`src/design/sdn_isj_pkg.sv`:
```
`timescale 1ns / 1ps

package sdn_isj_pkg;

    // junction size and field widths
    localparam int NUM_PORTS = 5;
    localparam int SAMPLE_W  = 16;
    localparam int GAIN_W    = 16;
    localparam int NODE_W    = 19;
    localparam int FRAC_W    = 16;

    localparam logic [GAIN_W-1:0] GAIN_RESET = {GAIN_W{1'b1}};

    // internal widths follow from the port count
    localparam int SUM_W  = SAMPLE_W + $clog2(NUM_PORTS + 1);
    localparam int NUM_W  = SAMPLE_W + $clog2(3 * NUM_PORTS + 4);
    localparam int PROD_W = NUM_W + GAIN_W + 1;
    localparam int U_W    = PROD_W - FRAC_W;
    localparam int UP_W   = U_W - 1 + $clog2(NUM_PORTS + 1);
    localparam int NSUM_W = SAMPLE_W + $clog2(NUM_PORTS) + 1;

    // round to nearest, ties up: floor((prod + N*2^15) / (N*2^16))
    localparam logic signed [PROD_W-1:0] ROUND_BIAS =
        PROD_W'(longint'(NUM_PORTS) << (FRAC_W - 1));
    // offset that keeps the dividend non-negative, a multiple of N
    localparam logic [UP_W-1:0] DIV_OFFSET = UP_W'(longint'(NUM_PORTS) << (U_W - 1));
    localparam logic [UP_W:0]   QUOT_BIAS  = (UP_W + 1)'(longint'(1) << (U_W - 1));
    // reciprocal of N scaled by 2^UP_W
    localparam logic [UP_W-1:0] DIV_RECIP  = UP_W'((longint'(1) << UP_W) / NUM_PORTS);
    localparam logic [UP_W-1:0] DIV_N      = UP_W'(NUM_PORTS);

    // pipeline stages inside one lane
    localparam int LANE_STAGES = 5;

    typedef logic signed [SAMPLE_W-1:0] t_sample;

    typedef struct packed {
        logic [LANE_STAGES-1:0] en;
    } t_lane_ctrl;

endpackage

```
`src/design/sdn_isj_merge.sv`:
```
`timescale 1ns / 1ps

module sdn_isj_merge import sdn_isj_pkg::*; (
    input  logic    i_clk,
    input  logic    i_en,
    input  t_sample i_wave [NUM_PORTS],
    output t_sample o_wave [NUM_PORTS],
    output logic signed [NODE_W-1:0] o_node
);

    localparam logic signed [NSUM_W-1:0] NODE_HI = NSUM_W'((1 << (NODE_W - 1)) - 1);
    localparam logic signed [NSUM_W-1:0] NODE_LO = -(NSUM_W'(1 << (NODE_W - 1)));

    t_sample                   r_wave [NUM_PORTS];
    logic signed [NODE_W-1:0]  r_node;
    logic signed [NSUM_W-1:0]  w_sum;
    logic signed [NODE_W-1:0]  w_node;

    always_comb begin
        w_sum = '0;
        for (int k = 0; k < NUM_PORTS; k++) begin
            w_sum = w_sum + NSUM_W'(i_wave[k]);
        end
        if (w_sum > NODE_HI) begin
            w_node = NODE_HI[NODE_W-1:0];
        end else if (w_sum < NODE_LO) begin
            w_node = NODE_LO[NODE_W-1:0];
        end else begin
            w_node = w_sum[NODE_W-1:0];
        end
    end

    always_ff @(posedge i_clk) begin
        if (i_en) begin
            r_wave <= i_wave;
            r_node <= w_node;
        end
    end

    assign o_wave = r_wave;
    assign o_node = r_node;

endmodule

```
`config.mk`:
```
export PLATFORM = sky130hd
export DESIGN_NAME = sdn_isj_merge
export DESIGN_NICKNAME = d
export VERILOG_FILES = /design/src/design/sdn_isj_pkg.sv /design/src/design/sdn_isj_merge.sv
export SDC_FILE = /design/constraint.sdc
export NUM_CORES = 1
export LEC_CHECK = 0
export CAP_MARGIN = 20
export CELL_PAD_IN_SITES_DETAIL_PLACEMENT = 1
export CELL_PAD_IN_SITES_GLOBAL_PLACEMENT = 1
export CORE_ASPECT_RATIO = 0.7
export CORE_MARGIN = 3
export CORE_UTILIZATION = 45
export DETAILED_ROUTE_END_ITERATION = 16
export DONT_BUFFER_PORTS = 1
export PLACE_DENSITY_LB_ADDON = 0.1
export SLEW_MARGIN = 30
export SYNTH_ARGS = -nofsm -noshare
export SYNTH_HDL_FRONTEND = slang
export SYNTH_SLANG_ARGS = --single-unit
```
`constraint.sdc`:
```
create_clock -name i_clk -period 3.95 [get_ports i_clk]
set_input_delay 0.395 -clock i_clk [delete_from_list [all_inputs] [get_ports i_clk]]
set_output_delay 0.395 -clock i_clk [all_outputs]
set_load 0.01 [all_outputs]
```
* Word level (Yosys, flattened, before mapping)
Cells that the tools add are included.
** Word-level totals
- Input bits :: 82
- Register bits :: 99
- Output and inout port bits :: 99
** Cells by class
- Muxes and demuxes :: 1
- $lt $le $gt $ge :: 2
- $add $sub $neg :: 4
** Operator list (count)
- 19-bit by 16-bit adder with 20-bit output :: 1
- 20-bit by 19-bit greater-than comparator with 1-bit output (second input constant) :: 1
- 20-bit by 19-bit < comparator with 1-bit output (second input constant) :: 1
- 18-bit by 16-bit adder with 19-bit output :: 1
- 19-bit 2-to-1 mux :: 1
- 17-bit by 16-bit adder with 18-bit output :: 1
- 16-bit by 16-bit adder with 17-bit output :: 1

* Longest topological paths before layout
- Depth in word-level cells :: 6
- Depth in mapped cells :: 17

* Worst setup path after synthesis
Ideal clock, no wire load.
- Path type :: input to register
- Start point :: in i_wave[1] (netlist name)
- End point :: reg r_node[16] (netlist: o_node[16]) (data pin)
- Library setup time :: 0.265 ns
- Path buffers :: 0
- Stages :: 13
- Arrival time :: 3.776 ns
- Slack :: -0.092 ns
- Cells stage by stage :: inv_1 > fa_1 > fa_1 > fa_1 > inv_1 > ha_1 > fa_1 > a21o_1 > a221oi_2 > o21bai_2 > nand3_1 > a21oi_4 > maj3_1
** On the way
- Longest elaborated chain between the ends :: 3
** Ends and longest elaborated chain
- start, declared :: RTL line sdn_isj_merge.sv:6 : input t_sample i_wave [NUM_PORTS],
- 19-bit by 16-bit adder with 20-bit output (*) :: RTL line sdn_isj_merge.sv:22 : w_sum = w_sum + NSUM_W'(i_wave[k]);
- 20-bit by 19-bit < comparator with 1-bit output :: RTL line sdn_isj_merge.sv:26 : end else if (w_sum < NODE_LO) begin
- 19-bit 2-to-1 mux :: RTL line sdn_isj_merge.sv:26
- end signal, assigned :: RTL line sdn_isj_merge.sv:36 : r_node <= w_node;
- end, declared :: RTL line sdn_isj_merge.sv:15 : logic signed [NODE_W-1:0] r_node;
Mark *: on every way between the ends. The rest lies on a longest branch, timed or not.
A chain may end at the register's enable or synchronous reset.

* Final worst setup path
- Start point :: in i_wave[5] (netlist name)
- End point :: reg r_node[16] (netlist: o_node[16]) (data pin)
The elaborated chain is that of the path after synthesis.

==> flow_summary.json <==
{
  "area_delta_synth_final_pct": 15.2,
  "utilization": 0.543,
  "holdCritStartpoint": "i_wave[40]",
  "root_buffer": "clkbuf_16",
  "share_comb_of_total_power": 0.505,
  "cap_violations": 0,
  "start_util": 0.471,
  "p_clk_frac": 0.163,
  "finalCriticalPeriod_ns": 3.85,
  "cts_inserted_buffers": 9,
  "worst_ep_required_time_ns": 4.03,
  "first_pass_iters": 4,
  "synth_edf_count": 99,
  "cp-end-kind": "flip-flop",
  "finalHoldViolCount": 0,
  "power_leakage_nw": 2.98,
  "synthAdderAreaFrac": 0.225,
  "ys_seq_area_frac": 0.527,
  "vias": 3201,
  "cts_htree_levels": 3,
  "cts_tree": "done",
  "relSlewSlack": 0.736,
  "rsz0062_at_grt": "yes",
  "grt_pass1_vias": 3663,
  "avgSynthCellArea_um2": 12.5,
  "power_density_nw_per_um2": 762,
  "gp_congestion": 0.792,
  "tns_ns": 0,
  "via_per_inst": 4.81,
  "total_power_mw": 4.95,
  "async_flop_share": 0,
  "synthFlopType": "edfxtp_1",
  "yosys-top-cells-count": "inv_1 (161), edfxtp_1 (99), fa_1 (50)",
  "drc_errors": 0,
  "ys_ff_latch": 99,
  "drive_gt1_frac": 0.163,
  "synth_area_um2": 5640,
  "synth_warnings": 0,
  "hold_end": "o_wave[40]$_DFFE_PP_",
  "status": "complete, no violations",
  "synthDominantCellAreaShare": 0.527,
  "sw_frac_of_total": 0.383,
  "setup_slack_ns": 0.0986,
  "hold_ws_ns": 0.143,
  "synth.mux.area_fraction": 0,
  "die_h_um": 99.7,
  "synth_top_family_by_area": "adder cells",
  "syn_nets": 605,
  "ant_nets": 0,
  "core.rowCount": 33,
  "overflow": 0,
  "cts.sinks": 99,
  "yosysMostFrequentCell": "inv_1",
  "wl_mm": 11.3,
  "synth_compound_area_frac": 0.0648,
  "synth_top_cell_by_area": "edfxtp_1",
  "tightestPinTransition_ns": 0.395,
  "core_um2": 12000,
  "path_clk_slew_ns": 0.07,
  "crit_type": "primary input to flip-flop",
  "holdBufCountCts": 0,
  "grt_start_max_net_pins": 100,
  "fill_cells": 1254,
  "drt-initial-drc-count": 122,
  "post-route-period-util": 0.975,
  "timing.critical_path.fanout_max": 4,
  "cp.arrival_ns": 3.93,
  "irDropWorstVdd_uv": 385,
  "diodes": 0,
  "synth-simple-area-share": 0.0402,
  "yosys.area_share.xor_xnor": 0.0266,
  "setup_violations": 0,
  "critPathLaunchType": "primary input",
  "fp.dieW_um": 140,
  "nets": 656,
  "antenna_found_initial": 0,
  "power.internal_mw": 3.06,
  "io_buffers": 0,
  "switchingPower_mw": 1.90,
  "dpl_worst_slack_ns": -0.432,
  "ios": 181,
  "min_path_type": "primary input to flip-flop",
  "grt_pass1_wl_mm": 18.4,
  "holdPathStages": 0,
  "seqPwrFrac": 0.332,
  "syn_inst": 453,
  "gr-usage-all-layers": 0.168,
  "fmaxAchievable_ghz": 0.260,
  "ys_top_cells_by_area": "edfxtp_1 (53%), fa_1 (18%), inv_1 (11%)",
  "hpwlAfterDp_mm": 9.03,
  "routedWlPerCell_um": 17.0,
  "max-clock-path-buffers": 2,
  "drv_slew": 0,
  "yosysUniqueCellTypes": 41,
  "die-area_um2": 13900
}
-- cell families after synthesis --
group | after synthesis
AND/OR/NAND/NOR | 43
XOR/XNOR | 15
flip-flops | 99
AO/OA/AOI/OAI | 57
adder cells (fa/ha/maj) | 72
buffers and inverters | 167
-- area by class of cell --
cell class | count | area, µm² | share of cell area
clock buffers | 11 | 233 | 0.0358
clock inverters | 5 | 38.8 | 0.00597
well taps | 157 | 196 | 0.0302
flip-flops and latches | 99 | 2970 | 0.458
repair buffers | 46 | 349 | 0.0537
inverters | 161 | 604 | 0.0930
multi-input cells | 187 | 2100 | 0.324
-- sequential cells by signal, summed over array words and instances (netlist names) --
name and flops:
o_node 19, o_wave 80
-- critical path: stages --
cell and delay (ns):
inv_1 0.03, fa_1 0.52, inv_1 0.05, fa_1 0.50, inv_1 0.05, fa_1 0.49
inv_1 0.04, ha_1 0.33, a21o_1 0.21, a31o_1 0.22, nor2_2 0.21, o41ai_4 0.14
nor3_1 0.21, a211oi_1 0.09, maj3_1 0.41
-- timing repair --
action / CTS / global route
buffers inserted: 3 / 0
endpoints found under the hold margin: 0 / 0
gates resized for setup: 0 / 13
setup endpoints to repair: 5 / 18
pin swaps: 1 / 4
-- cell usage in the layout, fill, tap and decap left out, drive strengths merged --
master and instances:
buf 46, a21oi 28, edfxtp 99, nand4 3, o211ai 1, a31o 1, clkbuf 11, maj3 2
nand3 5, nor2 17, nand2 11, clkinv 3, fa 50, nor3 2, clkinvlp 1, xor2 7
xnor2 8, o41ai 1, nor2b 1, a31oi 1, o21ai 16, nor4 1, a21o 2, or2b 1
inv 162, a41o 1, a211oi 3, and3 1, ha 20, and2b 1, o21bai 2, a221oi 1
-- through the flow --
step,area [µm²],instances
floorplan,5650,453
global placement,6120,647
detailed placement,6120,647
CTS,6420,666
global route,6500,666
finish,6500,666
-- power by group through the flow --
| stage | clock network (mW) | registers [mW] | logic [mW] |
|---|---|---|---|
| 6_report | 0.809 | 1.64 | 2.50 |
| 5_1_grt | 0.876 | 1.66 | 2.79 |
| 4_1_cts | 0.833 | 1.65 | 2.40 |
| 3_5_place_dp | 0 | 1.67 | 2.34 |
| 3_3_place_gp | 0 | 1.66 | 2.26 |
| 2_1_floorplan | 0 | 1.62 | 1.54 |
-- worst max path at each step --
stage / startpoint / end / slack [ns]
after CTS: i_wave[1] / o_node[13]$_SDFFCE_PN1P_ / 0.007
after detailed placement: i_wave[1] / o_node[13]$_SDFFCE_PN1P_ / -0.43
after global placement: i_wave[5] / o_node[16]$_SDFFCE_PN1P_ / -0.27
after global routing: i_wave[5] / o_node[16]$_SDFFCE_PN1P_ / -0.04
final: i_wave[5] / o_node[16]$_SDFFCE_PN1P_ / 0.1
after floorplan: i_wave[9] / o_node[16]$_SDFFCE_PN1P_ / 0.004
-- metal layers --
layer / part of all wire / track usage / vias to the layer above
met5: 0 / 0 / -
met4: 0.010 / 0.0447 / 0
met3: 0.085 / 0.0740 / 10
met2: 0.48 / 0.269 / 116
met1: 0.42 / 0.212 / 1565
li1: - / - / 1510
Note: power is estimated with default switching activity, not from simulation.
